--- config.mk ---
export PLATFORM = sky130hd
export DESIGN_NAME = multi_policy_process_scheduler
export DESIGN_NICKNAME = d
export VERILOG_FILES = /design/src/rtl/mps_pkg.sv /design/src/rtl/mps_cell.sv /design/src/rtl/mps_divmod.sv /design/src/rtl/multi_policy_process_scheduler.sv
export SDC_FILE = /design/constraint.sdc
export NUM_CORES = 1
export LEC_CHECK = 0
export BUFFER_PORTS_ARGS = -buffer_cell sky130_fd_sc_hd__buf_2
export CORE_MARGIN = 5
export CORE_UTILIZATION = 62
export CTS_BUF_LIST = sky130_fd_sc_hd__clkbuf_16
export CTS_CLUSTER_SIZE = 28
export DETAILED_ROUTE_END_ITERATION = 6
export PLACE_DENSITY = 0.82
export SYNTH_ARGS = -nofsm -noshare
export SYNTH_HDL_FRONTEND = slang
export SYNTH_SLANG_ARGS = --single-unit
--- constraint.sdc ---
create_clock -name clk -period 36.1 [get_ports clk]
set_input_delay 3.61 -clock clk [delete_from_list [all_inputs] [get_ports clk]]
set_output_delay 3.61 -clock clk [all_outputs]
set_load 0.005 [all_outputs]
--- src/rtl/mps_pkg.sv ---
`default_nettype none
package mps_pkg;
	localparam int unsigned NUM_ENTRIES = 32;
	localparam int unsigned MAX_PRIO = 10;
	localparam int unsigned IDX_W = $clog2(NUM_ENTRIES);
	localparam int unsigned SEL_W = IDX_W + 1;
	localparam logic [SEL_W-1:0] IDLE_SEL = SEL_W'(NUM_ENTRIES);

	typedef enum logic [1:0] {ST_FREE = 2'd0, ST_READY = 2'd1, ST_RUNNING = 2'd2,
		ST_DONE = 2'd3} status_t;

	localparam logic [1:0] CMD_CREATE = 2'd0;
	localparam logic [1:0] CMD_TIMER = 2'd1;
	localparam logic [1:0] CMD_RUN = 2'd2;
	// no-action code; also marks a pass that only refreshes the retired flag
	localparam logic [1:0] CMD_NONE = 2'd3;

	localparam logic [2:0] ALG_RR = 3'd0;
	localparam logic [2:0] ALG_PRIO = 3'd1;
	localparam logic [2:0] ALG_SRT = 3'd2;
	localparam logic [2:0] ALG_HOLD = 3'd3;
	localparam logic [2:0] ALG_LOT = 3'd4;
	localparam logic [2:0] ALG_HOLD_MAX = 3'd7;

	localparam logic [1:0] REG_ALGORITHM = 2'd0;
	localparam logic [1:0] REG_QUANTUM = 2'd1;
	localparam logic [1:0] REG_PREEMPTIVE = 2'd2;

	// per-cell view of one entry, walked through the ring
	typedef struct packed {
		status_t status;
		logic [3:0] prio;
		logic [15:0] remaining;
		logic [6:0] tickets;
	} entry_t;

	// control from the sequencer to every cell
	typedef struct packed {
		logic shift;                 // rotate the ring by one cell
		logic write_head;            // replace head entry
		entry_t head_new;
	} cell_ctl_t;

	function automatic logic [6:0] ticket_of(input logic [3:0] p);
		logic [6:0] t;
		case (p)
			4'd0: t = 7'd100;
			4'd1: t = 7'd50;
			4'd2: t = 7'd33;
			4'd3: t = 7'd25;
			4'd4: t = 7'd20;
			4'd5: t = 7'd16;
			4'd6: t = 7'd14;
			4'd7: t = 7'd12;
			4'd8: t = 7'd11;
			4'd9: t = 7'd10;
			4'd10: t = 7'd9;
			4'd11: t = 7'd8;
			4'd12: t = 7'd7;
			4'd13: t = 7'd7;
			4'd14: t = 7'd6;
			default: t = 7'd6;
		endcase
		return t;
	endfunction
endpackage
`default_nettype wire

--- src/rtl/mps_cell.sv ---
`default_nettype none
module mps_cell import mps_pkg::*; (
	input wire logic clk,
	input wire logic arst_n,
	input wire cell_ctl_t ctl,
	input wire entry_t from_prev,
	input wire logic is_tail,
	output entry_t entry
);
	status_t status_q;
	logic [3:0] prio_q;
	logic [15:0] remaining_q;
	logic [6:0] tickets_q;

	// the tail takes the head entry as the ring turns, rewritten when asked
	always_ff @(posedge clk or negedge arst_n) begin
		if (!arst_n) begin
			status_q <= ST_FREE;
		end else if (ctl.shift) begin
			status_q <= (ctl.write_head && is_tail) ? ctl.head_new.status :
				from_prev.status;
		end
	end

	always_ff @(posedge clk) begin
		if (ctl.shift) begin
			if (ctl.write_head && is_tail) begin
				prio_q <= ctl.head_new.prio;
				remaining_q <= ctl.head_new.remaining;
				tickets_q <= ctl.head_new.tickets;
			end else begin
				prio_q <= from_prev.prio;
				remaining_q <= from_prev.remaining;
				tickets_q <= from_prev.tickets;
			end
		end
	end

	assign entry = '{status: status_q, prio: prio_q, remaining: remaining_q,
		tickets: tickets_q};
endmodule
`default_nettype wire

--- src/rtl/mps_divmod.sv ---
`default_nettype none
module mps_divmod import mps_pkg::*; (
	input wire logic clk,
	input wire logic arst_n,
	input wire logic go,
	input wire logic [15:0] dividend,
	input wire logic [11:0] divisor,
	output logic done,
	output logic [11:0] remainder
);
	logic [15:0] num_q;
	logic [12:0] rem_q;
	logic [4:0] cnt_q;
	logic busy_q;
	logic [12:0] trial;

	assign trial = {rem_q[11:0], num_q[15]};

	always_ff @(posedge clk or negedge arst_n) begin
		if (!arst_n) begin
			busy_q <= 1'b0;
			cnt_q <= '0;
			done <= 1'b0;
		end else begin
			done <= 1'b0;
			if (go) begin
				busy_q <= 1'b1;
				cnt_q <= 5'd16;
			end else if (busy_q) begin
				cnt_q <= cnt_q - 5'd1;
				if (cnt_q == 5'd1) begin
					busy_q <= 1'b0;
					done <= 1'b1;
				end
			end
		end
	end

	always_ff @(posedge clk) begin
		if (go) begin
			num_q <= dividend;
			rem_q <= '0;
		end else if (busy_q) begin
			num_q <= {num_q[14:0], 1'b0};
			rem_q <= (trial >= {1'b0, divisor}) ? trial - {1'b0, divisor} : trial;
		end
	end

	assign remainder = rem_q[11:0];
endmodule
`default_nettype wire

--- src/rtl/multi_policy_process_scheduler.sv ---
`default_nettype none
// Multi-policy process scheduler.
// Command beats (command, burst_len, priority_req, random_value) are taken
// at a clock edge with start high and busy low; busy rises the cycle after
// and stays high until the result beat. done is then high for one cycle
// with created_index, table_full, selected, switched, finished, all_retired
// and context_switches; the receiver cannot stall, the beat is taken there.
// cfg_we/cfg_index/cfg_data write algorithm, quantum, preemptive at the edge;
// the user must write them only while no command is in flight; not enforced.
// The table sits in a ring of 32 cells turned one cell a cycle during a pass,
// so each pass shows every entry at the head and ends with the ring home.
// Sequence, accept edge to result edge: create takes an insert pass and a
// retired pass; timer/run take a retired pass, a select pass, a settle step,
// an update pass and a retired pass; lottery swaps the select pass for a
// ticket sum pass, a remainder division and a draw pass, or the sum pass alone
// when no tickets are live; run with all retired, timer without preemption and
// the no-action code take the retired pass only. No new command until busy falls.
// Reset: all entries free, running idle (32), switch count zero,
// algorithm 0, quantum 100, preemptive 1.
module multi_policy_process_scheduler import mps_pkg::*; (
	input wire logic clk,
	input wire logic arst_n,
	input wire logic start,
	output logic busy,
	input wire logic cfg_we,
	input wire logic [1:0] cfg_index,
	input wire logic [15:0] cfg_data,
	input wire logic [1:0] command,
	input wire logic [15:0] burst_len,
	input wire logic [3:0] priority_req,
	input wire logic [15:0] random_value,
	output logic done,
	output logic [4:0] created_index,
	output logic table_full,
	output logic [5:0] selected,
	output logic switched,
	output logic finished,
	output logic all_retired,
	output logic [15:0] context_switches
);
	typedef enum logic [3:0] {S_IDLE, S_CREATE, S_CHECK, S_SEL, S_SUM, S_DIV,
		S_DRAW, S_UPDATE, S_RESULT} state_t;

	state_t state_q;
	logic [2:0] alg_q;
	logic [15:0] quantum_q;
	logic pre_q;

	logic [1:0] cmd_q;
	logic [15:0] burst_q;
	logic [3:0] prio_q;
	logic [15:0] draw_q;

	logic [SEL_W-1:0] count_q, run_q, win_q, pos_q;
	logic [SEL_W-1:0] rr_start;
	logic [15:0] sw_total_q;
	logic [16:0] best_q;
	logic [11:0] total_q, acc_q;
	logic found_q, alldone_q, notdone_q, sw_q, fin_q, full_q;
	logic [4:0] created_q;
	logic wr_phase_q;
	logic div_go;
	logic div_done;
	logic [11:0] target;

	cell_ctl_t ctl;
	entry_t cells [NUM_ENTRIES];
	entry_t head;
	entry_t created_e;
	entry_t upd;
	logic upd_fin;

	logic in_use, cand, not_retired;
	logic [SEL_W-1:0] next_sel;
	logic last_pos;
	logic [3:0] sat_prio;
	logic [SEL_W-1:0] rr_rel, best_rel;

	genvar g;
	generate
		for (g = 0; g < NUM_ENTRIES; g++) begin : g_cell
			mps_cell u_cell (
				.clk(clk), .arst_n(arst_n), .ctl(ctl),
				.from_prev(cells[(g + 1) % NUM_ENTRIES]),
				.is_tail(g == NUM_ENTRIES - 1), .entry(cells[g]));
		end
	endgenerate
	assign head = cells[0];

	mps_divmod u_div (.clk(clk), .arst_n(arst_n), .go(div_go),
		.dividend(draw_q), .divisor(total_q), .done(div_done), .remainder(target));

	assign in_use = pos_q < count_q;
	assign cand = in_use && (head.status == ST_READY || head.status == ST_RUNNING);
	// some admitted entry seen so far in this pass is not retired
	assign not_retired = notdone_q || (in_use && head.status != ST_DONE);
	assign last_pos = pos_q == SEL_W'(NUM_ENTRIES - 1);
	assign sat_prio = (priority_req > 4'(MAX_PRIO)) ? 4'(MAX_PRIO) : priority_req;
	assign rr_start = (run_q < count_q) ?
		((run_q + 1'b1 == count_q) ? '0 : run_q + 1'b1) : '0;
	assign next_sel = found_q ? win_q : IDLE_SEL;
	assign busy = state_q != S_IDLE;

	// rotation distance of round robin: position relative to rr_start
	assign rr_rel = (pos_q >= rr_start) ? pos_q - rr_start : pos_q + count_q - rr_start;
	assign best_rel = (win_q >= rr_start) ? win_q - rr_start : win_q + count_q - rr_start;

	// created entry goes into the ring as the pass passes position count
	assign created_e = '{status: ST_READY, prio: prio_q, remaining: burst_q,
		tickets: ticket_of(prio_q)};

	// update pass: rewrite the head entry on the way round
	always_comb begin
		upd = head;
		upd_fin = 1'b0;
		if (in_use && sw_q && pos_q == run_q && head.status == ST_RUNNING)
			upd.status = ST_READY;
		if (in_use && pos_q == next_sel) begin
			if (sw_q)
				upd.status = ST_RUNNING;
			if (cmd_q == CMD_RUN && upd.status == ST_RUNNING) begin
				if (head.remaining <= quantum_q) begin
					upd.remaining = '0;
					upd.status = ST_DONE;
					upd_fin = 1'b1;
				end else begin
					upd.remaining = head.remaining - quantum_q;
				end
			end
		end
		ctl.shift = 1'b0;
		ctl.write_head = 1'b0;
		ctl.head_new = upd;
		case (state_q)
			S_CHECK, S_SEL, S_SUM, S_DRAW: ctl.shift = 1'b1;
			S_UPDATE: begin
				// the settle cycle holds the ring still
				ctl.shift = wr_phase_q;
				ctl.write_head = wr_phase_q;
			end
			S_CREATE: begin
				ctl.shift = 1'b1;
				if (pos_q == count_q && !full_q) begin
					ctl.write_head = 1'b1;
					ctl.head_new = created_e;
				end
			end
			default: ctl.shift = 1'b0;
		endcase
	end

	always_ff @(posedge clk or negedge arst_n) begin
		if (!arst_n) begin
			state_q <= S_IDLE;
			alg_q <= ALG_RR;
			quantum_q <= 16'd100;
			pre_q <= 1'b1;
			count_q <= '0;
			run_q <= IDLE_SEL;
			sw_total_q <= '0;
			done <= 1'b0;
			div_go <= 1'b0;
			wr_phase_q <= 1'b0;
			cmd_q <= CMD_NONE;
			burst_q <= '0;
			prio_q <= '0;
			draw_q <= '0;
			pos_q <= '0;
			win_q <= IDLE_SEL;
			best_q <= '0;
			total_q <= '0;
			acc_q <= '0;
			found_q <= 1'b0;
			alldone_q <= 1'b1;
			notdone_q <= 1'b0;
			sw_q <= 1'b0;
			fin_q <= 1'b0;
			full_q <= 1'b0;
			created_q <= '0;
		end else begin
			done <= state_q == S_RESULT;
			div_go <= state_q == S_SUM && last_pos;
			if (cfg_we) begin
				case (cfg_index)
					REG_ALGORITHM: alg_q <= cfg_data[2:0];
					REG_QUANTUM: quantum_q <= cfg_data;
					REG_PREEMPTIVE: pre_q <= cfg_data[0];
					default: ;
				endcase
			end
			case (state_q)
				S_IDLE: begin
					if (start) begin
						// commands with no action still take the retired pass
						cmd_q <= (command == CMD_CREATE || command == CMD_RUN ||
							(command == CMD_TIMER && pre_q)) ? command : CMD_NONE;
						burst_q <= burst_len;
						prio_q <= sat_prio;
						draw_q <= random_value;
						pos_q <= '0;
						sw_q <= 1'b0;
						fin_q <= 1'b0;
						full_q <= command == CMD_CREATE && count_q >= SEL_W'(NUM_ENTRIES);
						created_q <= '0;
						alldone_q <= 1'b1;
						notdone_q <= 1'b0;
						state_q <= (command == CMD_CREATE) ? S_CREATE : S_CHECK;
					end
				end
				S_CREATE: begin
					pos_q <= last_pos ? '0 : pos_q + 1'b1;
					if (last_pos) begin
						if (!full_q) begin
							created_q <= count_q[4:0];
							count_q <= count_q + 1'b1;
						end
						state_q <= S_CHECK;
						cmd_q <= CMD_NONE;
					end
				end
				S_CHECK: begin
					// retired pass; also starts selection bookkeeping
					pos_q <= last_pos ? '0 : pos_q + 1'b1;
					if (last_pos) begin
						notdone_q <= 1'b0;
						found_q <= 1'b0;
						best_q <= (alg_q == ALG_PRIO) ? 17'(MAX_PRIO + 1) : 17'h10000;
						total_q <= '0;
						acc_q <= '0;
						if (cmd_q == CMD_NONE || (cmd_q == CMD_RUN && !not_retired)) begin
							alldone_q <= !not_retired;
							state_q <= S_RESULT;
						end else if (alg_q == ALG_LOT) begin
							state_q <= S_SUM;
						end else begin
							state_q <= S_SEL;
						end
					end else if (not_retired) begin
						notdone_q <= 1'b1;
					end
				end
				S_SEL: begin
					pos_q <= last_pos ? '0 : pos_q + 1'b1;
					case (alg_q)
						ALG_RR: begin
							if (cand && (!found_q || rr_rel < best_rel)) begin
								found_q <= 1'b1;
								win_q <= pos_q;
							end
						end
						ALG_PRIO: begin
							if (cand && 17'(head.prio) < best_q) begin
								best_q <= 17'(head.prio);
								found_q <= 1'b1;
								win_q <= pos_q;
							end
						end
						ALG_SRT: begin
							if (cand && 17'(head.remaining) < best_q) begin
								best_q <= 17'(head.remaining);
								found_q <= 1'b1;
								win_q <= pos_q;
							end
						end
						default: begin
							found_q <= run_q != IDLE_SEL;
							win_q <= run_q;
						end
					endcase
					if (last_pos)
						state_q <= S_UPDATE;
				end
				S_SUM: begin
					pos_q <= last_pos ? '0 : pos_q + 1'b1;
					if (cand)
						total_q <= total_q + 12'(head.tickets);
					if (last_pos)
						state_q <= S_DIV;
				end
				S_DIV: begin
					if (total_q == '0) begin
						state_q <= S_UPDATE;
					end else if (div_done) begin
						state_q <= S_DRAW;
					end
				end
				S_DRAW: begin
					pos_q <= last_pos ? '0 : pos_q + 1'b1;
					if (cand && !found_q) begin
						acc_q <= acc_q + 12'(head.tickets);
						if (acc_q + 12'(head.tickets) > target) begin
							found_q <= 1'b1;
							win_q <= pos_q;
						end
					end
					if (last_pos)
						state_q <= S_UPDATE;
				end
				S_UPDATE: begin
					// a settle step first sets the switch flag, then one pass rewrites
					if (!wr_phase_q) begin
						wr_phase_q <= 1'b1;
						sw_q <= next_sel != run_q;
					end else begin
						pos_q <= last_pos ? '0 : pos_q + 1'b1;
						if (upd_fin)
							fin_q <= 1'b1;
						if (last_pos) begin
							wr_phase_q <= 1'b0;
							if (sw_q) begin
								run_q <= next_sel;
								if (next_sel != IDLE_SEL && sw_total_q != 16'hFFFF)
									sw_total_q <= sw_total_q + 1'b1;
							end
							cmd_q <= CMD_NONE;
							state_q <= S_CHECK;
						end
					end
				end
				S_RESULT: begin
					state_q <= S_IDLE;
				end
				default: state_q <= S_IDLE;
			endcase
		end
	end

	assign created_index = created_q;
	assign table_full = full_q;
	assign selected = run_q;
	assign switched = sw_q;
	assign finished = fin_q;
	assign all_retired = alldone_q;
	assign context_switches = sw_total_q;
endmodule
`default_nettype wire
After elaboration in Yosys (flattened, before gate mapping)
Memories as Yosys holds them, arrays and structs flattened.
Cells that the tools add are included.
{ "totals": {"register_bits": 1120, "rom_bits": 112, "in_bits": 60, "out_inout_bits": 33, "wordCells": 406, "memories": 1} }
{ "op_classes": {"addsub": 15, "magnitude_cmp": 12, "n_eq_ne": 50, "n_mux": 103, "n_bitwise": 1, "reduce_logical": 65} }
{ "memory_table": {"columns": ["name", "depth", "word_bits", "rd", "rd_ports_with_merged_regs", "wr", "line_no", "source"], "rows": [
  ["(name not given)", 16, 7, 1, 0, 0, "mps_pkg.sv:46", "case (p)"]
]} }
{ "op_table": {"columns": ["op", "count"], "rows": [
  ["16-bit 2-to-1 mux", 6],
  ["6-bit 2-to-1 mux", 13],
  ["17-bit 2-to-1 mux", 4],
  ["17-bit case mux with 2 select lines", 2],
  ["12-bit 2-to-1 mux", 4],
  ["12-bit case mux with 2 select lines", 2],
  ["4-bit 2-to-1 mux", 11],
  ["6-bit case mux with 3 select lines", 2],
  ["30-bit 2-to-1 mux", 1],
  ["29-bit 2-to-1 mux", 1],
  ["4-bit case mux with 7 select lines", 1],
  ["1-bit 2-to-1 mux", 26],
  ["2-bit inequality test (second input constant)", 13],
  ["5-bit 2-to-1 mux", 5],
  ["12-bit by 7-bit adder with 12-bit output", 2],
  ["6-bit == test", 4],
  ["2-bit 2-to-1 mux", 12],
  ["6-bit subtractor", 4],
  ["3-bit AND reduction", 7],
  ["6-bit by 1-bit adder with 6-bit output (second input constant)", 3],
  ["6-bit < comparator", 3],
  ["1-bit logical AND", 17],
  ["16-bit by 17-bit < comparator with 1-bit output", 1],
  ["4-bit by 17-bit < comparator with 1-bit output", 1],
  ["other kinds (52)", 101]
]} }

Logic depth before layout (Yosys ltp)
Gate-level depths: netlist of run 1.
{ "depth": {"word_depth": 14, "ltp_mapped": 28, "mapped_depth_nobuf": 27} }

By module
From an unflattened synthesis of run 1, not the netlist that was laid out.
{ "hier_totals": {"hier_cells": 3769, "area_unflattened_um2": 56669.4} }
{ "modules_own_cells": {"columns": ["module", "n_inst", "cells_per_inst", "area_per_inst_um2", "seq_area_each_um2"], "rows": [
  ["mps_cell", 32, 67, 1323.8, 860.8],
  ["multi_policy_process_scheduler", 1, 1416, 12115.4, 3940.0],
  ["mps_divmod", 1, 209, 2193.4, 895.9]
]} }

Worst setup path after synthesis of run 1
OpenSTA, ideal clock, no wires.
{ "synth_path": {"path_kind": "register to register", "start": "register state_q[0]", "end": "register g_cell[0].u_cell.prio_q[0] (enable)", "setup_time_ns": 1.572, "arrival_ns": 24.891, "t_required_ns": 34.528, "setup_slack_ns": 9.636, "stages_incl_launch_ff": 9, "n_path_buf": 4, "period_less_slack_ns": 26.464, "path_cell_list": "dfrtp_1 clkbuf_1 clkbuf_1 nand2_1 a21oi_1 or2_2 buf_2 inv_1 clkbuf_1"} }
{ "synth_rtl": {"columns": ["item", "line_no", "source"], "rows": [
  ["start, declared", "multi_policy_process_scheduler.sv:44", "state_t state_q;"],
  ["start signal, assigned", "multi_policy_process_scheduler.sv:207", "state_q <= (command == CMD_CREATE) ? S_CREATE : S_CHECK;"],
  ["end signal, assigned", "mps_cell.sv:28", "prio_q <= ctl.head_new.prio;"],
  ["end signal, assigned", "mps_cell.sv:32", "prio_q <= from_prev.prio;"],
  ["end, declared", "mps_cell.sv:11", "logic [3:0] prio_q;"]
]} }

Worst setup path in the final report of run 1
{ "layout_path": {"start": "register run_q[1], in the netlist selected[1]", "end": "register found_q"} }
{ "layout_between": {"elab_chain_cells": 11, "elab_cells_between_ends": 21, "cone_classes": "add/sub (5); order compare (4); eq/ne (3); mux (6); reduce/logical (3)"} }
{ "layout_lines": {"columns": ["item", "line_no", "source"], "rows": [
  ["start, declared", "multi_policy_process_scheduler.sv:54", "logic [SEL_W-1:0] count_q, run_q, win_q, pos_q;"],
  ["start signal, assigned", "multi_policy_process_scheduler.sv:311", "run_q <= next_sel;"],
  ["6-bit by 1-bit adder with 6-bit output", "multi_policy_process_scheduler.sv:100", "((run_q + 1'b1 == count_q) ? '0 : run_q + 1'b1) : '0;"],
  ["6-bit == test", "multi_policy_process_scheduler.sv:100", null],
  ["6-bit 2-to-1 mux", "multi_policy_process_scheduler.sv:100", null],
  ["6-bit 2-to-1 mux", "multi_policy_process_scheduler.sv:99", "assign rr_start = (run_q < count_q) ?"],
  ["6-bit subtractor, or another cell as far along", "multi_policy_process_scheduler.sv:105", "assign rr_rel = (pos_q >= rr_start) ? pos_q - rr_start : pos_q + count_q - rr_start;"],
  ["6-bit 2-to-1 mux, on equally long branches", "multi_policy_process_scheduler.sv:105, multi_policy_process_scheduler.sv:106", null],
  ["6-bit < comparator", "multi_policy_process_scheduler.sv:246", "if (cand && (!found_q || rr_rel < best_rel)) begin"],
  ["1-bit logical OR", "multi_policy_process_scheduler.sv:246", null],
  ["1-bit logical AND", "multi_policy_process_scheduler.sv:246", null],
  ["3-bit inequality test (no line)", null, null],
  ["7-bit AND reduction (no line)", null, null],
  ["end signal, assigned", "multi_policy_process_scheduler.sv:247", "found_q <= 1'b1;"],
  ["end signal, assigned", "multi_policy_process_scheduler.sv:254", "found_q <= 1'b1;"],
  ["end signal, assigned", "multi_policy_process_scheduler.sv:261", "found_q <= 1'b1;"],
  ["end, declared", "multi_policy_process_scheduler.sv:59", "logic found_q, alldone_q, notdone_q, sw_q, fin_q, full_q;"]
]} }
Several ways; a longest one is shown, not always the timed one.
A chain may end at the register's enable or synchronous reset.

==> results of run 1 <==
## stage by stage
step / instances / worst slack, ns / hold slack [ns] / util / cell area, µm²
3_3_place_gp: 3662 / 29.18 / 0.400 / 0.642 / 43900
6_report: 3855 / 29.09 / 0.382 / 0.692 / 47300
4_1_cts: 3852 / 29.11 / 0.378 / 0.692 / 47300
5_1_grt: 3853 / 28.64 / 0.400 / 0.692 / 47300
2_1_floorplan: 2753 / 9.64 / 0.400 / - / 42500
3_5_place_dp: 3662 / 29.14 / 0.405 / 0.642 / 43900
## Yosys cell counts (5+ instances only)
cell type,n
edfxtp_1,880
nand2_1,381
dfrtp_1,219
inv_1,138
ha_1,121
a21oi_1,109
o21ai_0,94
nor2_1,83
nand3_1,67
clkbuf_1,66
xnor2_1,65
mux2_2,41
a21o_1,31
nor3_1,31
mux2i_1,29
xor2_1,28
nand4_1,21
a211oi_1,19
and3_1,19
nand2b_1,18
nor2b_1,17
fa_1,16
o21a_1,15
nand3b_1,14
dfxtp_1,12
nor4_1,12
o31ai_1,12
or2_2,12
o211ai_1,11
or3_1,11
buf_2,10
o21bai_1,10
a31o_2,9
dfstp_2,9
and2_1,8
and4_1,8
a211o_1,7
a31oi_1,7
or4_1,7
buf_1,5
nor3b_1,5
nor4b_1,5
o22ai_1,5
o41ai_1,5
## registers in the layout, indices dropped and copies added, names as in the netlist, 3 cells and up
signal	count
context_switches	16
total_q	12
draw_q	16
u_div.num_q	16
g_cell.u_cell.tickets_q	224
acc_q	12
quantum_q	16
state_q	4
g_cell.u_cell.prio_q	128
prio_q	4
pos_q	6
selected	6
count_q	6
best_q	17
u_div.rem_q	12
win_q	6
burst_q	16
g_cell.u_cell.remaining_q	512
u_div.cnt_q	5
created_index	5
alg_q	3
g_cell.u_cell.status_q	64
## placed cells by master (no fill, tap or decap), types with 17 or more instances in the layout
cell,count
a21o_1,31
and3_1,19
o21ai_0,94
buf_2,91
a211oi_1,19
ha_1,121
nand2b_1,18
edfxtp_1,880
a21oi_1,109
xnor2_1,65
nor3_1,31
xor2_1,28
nand4_1,21
nor2_1,83
inv_1,158
mux2_2,41
nand2_1,381
clkinv_1,25
dfrtp_1,219
mux2i_1,29
nor2b_1,17
nand3_1,67
clkbuf_16,102
buf_4,21
## cells by family (layout without fill, tap and decap cells)
kind of cell    count (synthesis)  after routing
other cells                     0              3
simple gates                  731            731
fa+ha+maj                     137            137
compound gates                376            376
mux                            71             71
buf+inv                       225            442
xor+xnor                       93             93
flops                        1120           1120
## where the power goes
group          switching (mW)  internal, mW
clock                   0.481         0.599
combinational           0.755         0.327
sequential              0.288          2.33
## cell type report
| class | count | area, µm² | area share |
|---|---|---|---|
| sequential | 1120 | 32400 | 0.685 |
| multi-input combinational | 1408 | 9260 | 0.196 |
| clock buffer | 102 | 2550 | 0.0540 |
| tap | 882 | 1100 | 0.0233 |
| clock inverter | 88 | 807 | 0.0171 |
| timing repair buffer | 113 | 628 | 0.0133 |
| inverter | 139 | 529 | 0.0112 |
| antenna | 3 | 7.51 | 0.000159 |
## path summary, 6_finish.rpt
path	startpoint	to	slack [ns]	cells past startpoint
worst max-delay path	selected[1]	found_q	29.09	25
worst min-delay path	g_cell[1].u_cell.prio_q[3]	g_cell[0].u_cell.prio_q[3]	0.38	0
worst max register to register	selected[1]	found_q	29.09	25
worst min register to register	g_cell[1].u_cell.prio_q[3]	g_cell[0].u_cell.prio_q[3]	0.38	0
max in group asynchronous	arst_n	g_cell[11].u_cell.status_q[1]	30.83	3
min in group asynchronous	arst_n	context_switches[9]	2.98	1
## routing by layer
layer	wire [µm]	vias to the layer above	GRT usage	share of wire
li1	-	10300	-	-
met1	36000	11500	0.332	0.42
met2	41500	961	0.378	0.48
met3	5740	222	0.0409	0.067
met4	2710	0	0.0700	0.032
met5	0	-	0	0
==> results.py, run 1 <==
metrics = {
    "run_status": {
        "status": "finished, final reports clean",
    },
    "cells_and_area": {
        "syn_to_final_growth_pct": 11.2,
        "drive_gt1_frac": 0.116,
        "nets": 3080,
        "fillers": 4151,
    },
    "clocking": {
        "postCtsHoldBufs": 0,
        "cts_setup_buffers": 0,
        "cts_root_buf": "clkbuf_16",
        "cts.htree.levels": 3,
        "cts_tree": "done",
        "cts.clk_slew.worst_paths_ns": 0.07,
        "clk_latency_ns": 0.67,
        "cts.sinks": 1120,
        "cts-resized-gates": 0,
        "cts_buffers": 101,
        "clock_path_buffers": 3,
    },
    "sta": {
        "final-hold-violation-count": 0,
        "drv_slew": 0,
        "clock-skew-final_ns": 0.0484,
        "tns_ns": 0,
        "finalSetupViolations": 0,
        "worst_slew_pin_slew_ns": 1.18,
        "fmax_mhz": 143,
        "slew_headroom": 0.210,
        "rsz0062_at_grt": "false",
        "layout_min_cycle_time_ns": 7.01,
        "period_share": 0.194,
    },
    "global_route": {
        "grt_max_degree": 195,
        "antenna_found_initial": 3,
        "grt_pass1_vias": 23300,
        "grt_pass1_wl_um": 134000,
        "grt_usage": 0.233,
        "gr-total-overflow": 0,
    },
    "floorplan": {
        "die_height_um": 272,
        "die_width_um": 272,
        "io_pins": 93,
        "core-area_mm2": 0.0683,
        "dieArea_mm2": 0.0739,
        "rows": 96,
        "initial_core_util": 0.622,
    },
    "yosys": {
        "synth_warnings": 0,
        "synthFlopType": "edfxtp_1",
        "synth_cells": 2753,
        "synthTopCellsByArea": "edfxtp_1, dfrtp_1, ha_1, nand2_1, xnor2_1",
        "ys_ff_latch": 1120,
        "synth-edff-count": 880,
        "yosysTopAreaCellShare": 0.622,
        "syn_nets": 2950,
        "synth.yosys.seq_area_share": 0.762,
        "yosys.area_share.xor_xnor": 0.0192,
        "synthMuxAreaShare": 0.0180,
        "synth.distinct_cells": 79,
        "async_flop_share": 0.204,
        "synthAdderAreaFrac": 0.0431,
        "avgSynthCellArea_um2": 15.4,
        "synthSimpleGateAreaFrac": 0.0804,
        "synth-compound-area-share": 0.0569,
        "synth_top_family_by_area": "simple AND/OR/NAND/NOR gates",
        "synth_area_mm2": 0.0425,
        "yosysTopAreaCell": "edfxtp_1",
    },
    "critical_path": {
        "arrival_ns": 7.56,
        "slowest_delay_ns": 0.57,
        "critical_path_class": "reg -> reg",
        "critPathCaptureType": "flip-flop",
        "critical_path_required_ns": 36.66,
        "cp-start-kind": "flip-flop",
        "cp_slowest_cell": "dfrtp_1",
        "crit_family": "compound AO/OA/AOI/OAI gates",
        "path_max_fanout": 11,
        "timing.critical_path.buf_inv": 2,
    },
    "pwr": {
        "total_power_mw": 4.78,
        "pwr_density_cell_mw_per_mm2": 101,
        "leakage_nw": 18.8,
        "vdd_drop_max_v": 0.000165,
    },
    "routing": {
        "finalWirelength_um": 86000,
        "via_count": 23000,
        "drt_iter0_drc": 2474,
        "route.antenna.remaining_nets": 0,
        "drt-wirelength-per-cell_um": 22.3,
        "drcViolationCount": 0,
        "viasPerCell": 5.97,
        "first_pass_iters": 7,
    },
    "worst_hold_path": {
        "min_path_type": "reg -> reg",
    },
    "job": {
        "cap_violations": 0,
    },
    "placed_design": {
        "gp_congestion": 0.888,
        "portBuffers": 92,
        "hpwl_um": 50700,
    },
}
Power figures use the tool's default switching activity.
==> run 2: changes to the inputs <==
--- a/config.mk
+++ b/config.mk
@@ -7,11 +7,11 @@
 export LEC_CHECK = 0
 export BUFFER_PORTS_ARGS = -buffer_cell sky130_fd_sc_hd__buf_2
 export CORE_MARGIN = 5
-export CORE_UTILIZATION = 62
+export CORE_UTILIZATION = 56
 export CTS_BUF_LIST = sky130_fd_sc_hd__clkbuf_16
 export CTS_CLUSTER_SIZE = 28
 export DETAILED_ROUTE_END_ITERATION = 6
-export PLACE_DENSITY = 0.82
+export PLACE_DENSITY = 0.78
 export SYNTH_ARGS = -nofsm -noshare
 export SYNTH_HDL_FRONTEND = slang
 export SYNTH_SLANG_ARGS = --single-unit
==> constraint.sdc (replaced) <==
create_clock -name clk -period 5.6 [get_ports clk]
set_input_delay 0.56 -clock clk [delete_from_list [all_inputs] [get_ports clk]]
set_output_delay 0.56 -clock clk [all_outputs]
set_load 0.005 [all_outputs]
==> run 2 against run 1 <==
The flow now finishes with violations (setup timing). Clock skew is 0.026 ns higher. Flip-flop and latch count did not move. Count of clock-buffer cells in the layout is 1 higher. Critical path type unchanged. Largest cell class unchanged.
==> results.py, run 2 (synthesized netlist as in run 1, its figures left out) <==
metrics = {
    "sta": {
        "drv_slew": 0,
        "finalSetupViolations": 7,
        "worst_slew_pin_slew_ns": 1.03,
        "period_share": 1.05,
        "setup_ws_ns": -0.269,
        "layout_min_cycle_time_ns": 5.87,
        "slew_headroom": 0.311,
        "rsz0062_at_grt": "true",
        "fmax_mhz": 170,
        "clock-skew-final_ns": 0.0746,
        "final-hold-violation-count": 0,
    },
    "routing": {
        "route.antenna.remaining_nets": 0,
        "viasPerCell": 5.65,
        "finalWirelength_um": 82200,
        "drcViolationCount": 0,
        "via_count": 22700,
        "drt_iter0_drc": 2081,
        "first_pass_iters": 7,
        "drt-wirelength-per-cell_um": 20.5,
    },
    "cells_and_area": {
        "instances_no_fill": 4020,
        "fillers": 5102,
        "final_common_cell": "edfxtp_1",
        "multiInputGateArea_mm2": 0.00934,
        "largest_register_ffs": 512,
        "mostFrequentLayoutCells": "edfxtp_1, nand2_1, dfrtp_1",
        "top_register": "g_cell.u_cell.remaining_q",
        "syn_to_final_growth_pct": 13.4,
        "reg_top3": "g_cell.u_cell.remaining_q (512), g_cell.u_cell.tickets_q (224), g_cell.u_cell.prio_q (128)",
        "nets": 3153,
        "regArea_mm2": 0.0324,
        "drive_gt1_frac": 0.143,
    },
    "worst_hold_path": {
        "whs_path_depth": 3,
        "min_path_type": "in -> reg",
        "worstHoldStart": "random_value[9]",
        "min_to": "draw_q[9]",
    },
    "critical_path": {
        "cp_slowest_cell": "fa_1",
        "crit_start": "selected[0]",
        "r2r_cells": 27,
        "r2r-start": "selected[0]",
        "timing.rr.end": "found_q",
        "cp-start-kind": "flip-flop",
        "r2r_slack_ns": -0.27,
        "critPathCaptureType": "flip-flop",
        "path_max_fanout": 5,
        "arrival_ns": 6.39,
        "slowest_delay_ns": 0.47,
        "critical_path_class": "reg -> reg",
        "critical_path_required_ns": 6.12,
    },
    "clocking": {
        "clock_path_buffers": 3,
        "cts_buffers": 103,
        "cts.sinks": 1120,
        "clk_latency_ns": 0.70,
        "cts.htree.levels": 3,
        "cts.clk_slew.worst_paths_ns": 0.06,
        "cts_root_buf": "clkbuf_16",
        "cts_tree": "done",
    },
    "pwr": {
        "pwr_density_cell_mw_per_mm2": 644,
        "vdd_drop_max_v": 0.000397,
        "leakage_nw": 19.3,
    },
    "floorplan": {
        "initial_core_util": 0.563,
        "rows": 101,
        "io_pins": 93,
        "dieArea_mm2": 0.0815,
        "core-area_mm2": 0.0756,
        "die_width_um": 286,
        "die_height_um": 286,
    },
    "placed_design": {
        "pre_cts_ws_ns": -0.381,
        "hpwl_um": 49800,
        "gp_congestion": 0.865,
        "portBuffers": 92,
        "numPlacedInstances": 3823,
    },
    "global_route": {
        "antenna_found_initial": 3,
        "grt_pass1_vias": 23300,
        "grt_usage": 0.202,
        "grt_pass1_wl_um": 130000,
        "grt_max_degree": 120,
        "gr-total-overflow": 0,
    },
    "job": {
        "cap_violations": 0,
    },
    "run_status": {
        "violations": "setup timing",
        "status": "complete, but fails checks",
    },
}
-- run 2: cell count changes in the layout (fill, tap and decap cells not counted), moves of 3 or more --
cell and delta:
a21oi_1 -4, a21oi_2 +4, buf_12 +8, buf_4 +59
buf_6 +3, clkinv_1 -8, clkinvlp_4 -4, inv_4 +3
-- run 2: how the worst max path moves through the flow --
stage / end / slack [ns] / cells after the start
6_report: found_q / -0.27 / 27
5_1_grt: win_q[2] / -0.55 / 29
4_1_cts: found_q / -0.17 / 26
3_5_place_dp: found_q / -0.38 / 26
3_3_place_gp: found_q / -0.22 / 26
2_1_floorplan: found_q / 0.02 / 26
-- run 2: metrics by stage --
step | hold slack [ns] | TNS (ns) | power [mW] | util | instance area (µm²)
after CTS | 0.0678 | -1.01 | 31.2 | 0.637 | 48200
after detailed placement | 0.405 | -1.71 | 23.8 | 0.591 | 44600
after global placement | 0.401 | -0.829 | 23.3 | 0.591 | 44600
after floorplan | 0.264 | 0 | 21.6 | - | 42600
final | 0.0922 | -1.56 | 31.1 | 0.638 | 48200
after global routing | 0.0842 | -3.74 | 32.7 | 0.638 | 48200
-- run 2: area by class of cell --
cell class,instances,area share
diodes,4,0.000208
clock buffers,103,0.0535
clock inverters,84,0.0179
inverters,139,0.0111
multi-input cells,1408,0.194
flip-flops and latches,1120,0.672
well taps,978,0.0254
repair buffers,184,0.0264
-- run 2: power breakdown --
group          internal (mW)  total [mW]  leakage, nW  switching [mW]
combinational           2.47        7.38         5.53            4.91
sequential              14.9        16.6         12.0            1.70
clock                   3.98        7.05         1.77            3.07
-- run 2: repair_timing --
item                                    CTS  global route
pin swaps                                 1             6
hold buffers                              1             0
buffers inserted                          4             1
hold endpoints to repair                 24             0
gates resized for setup                  12             5
endpoints found under the setup margin    7             7
-- run 2: critical path, delay by kind of cell, from the launching register on --
family / cells / cell delay [ns]
compound gates: 9 / 1.78
fa+ha+maj: 4 / 1.25
simple gates: 5 / 1.10
buf+inv: 6 / 0.57
flops: 1 / 0.42
mux: 1 / 0.37
xor+xnor: 2 / 0.25
-- run 2: per-layer routing --
layer	global-route usage	share of wire	vias up
li1	-	-	10500
met1	0.294	0.44	11300
met2	0.321	0.48	760
met3	0.0291	0.058	158
met4	0.0622	0.026	0
met5	0	0	-
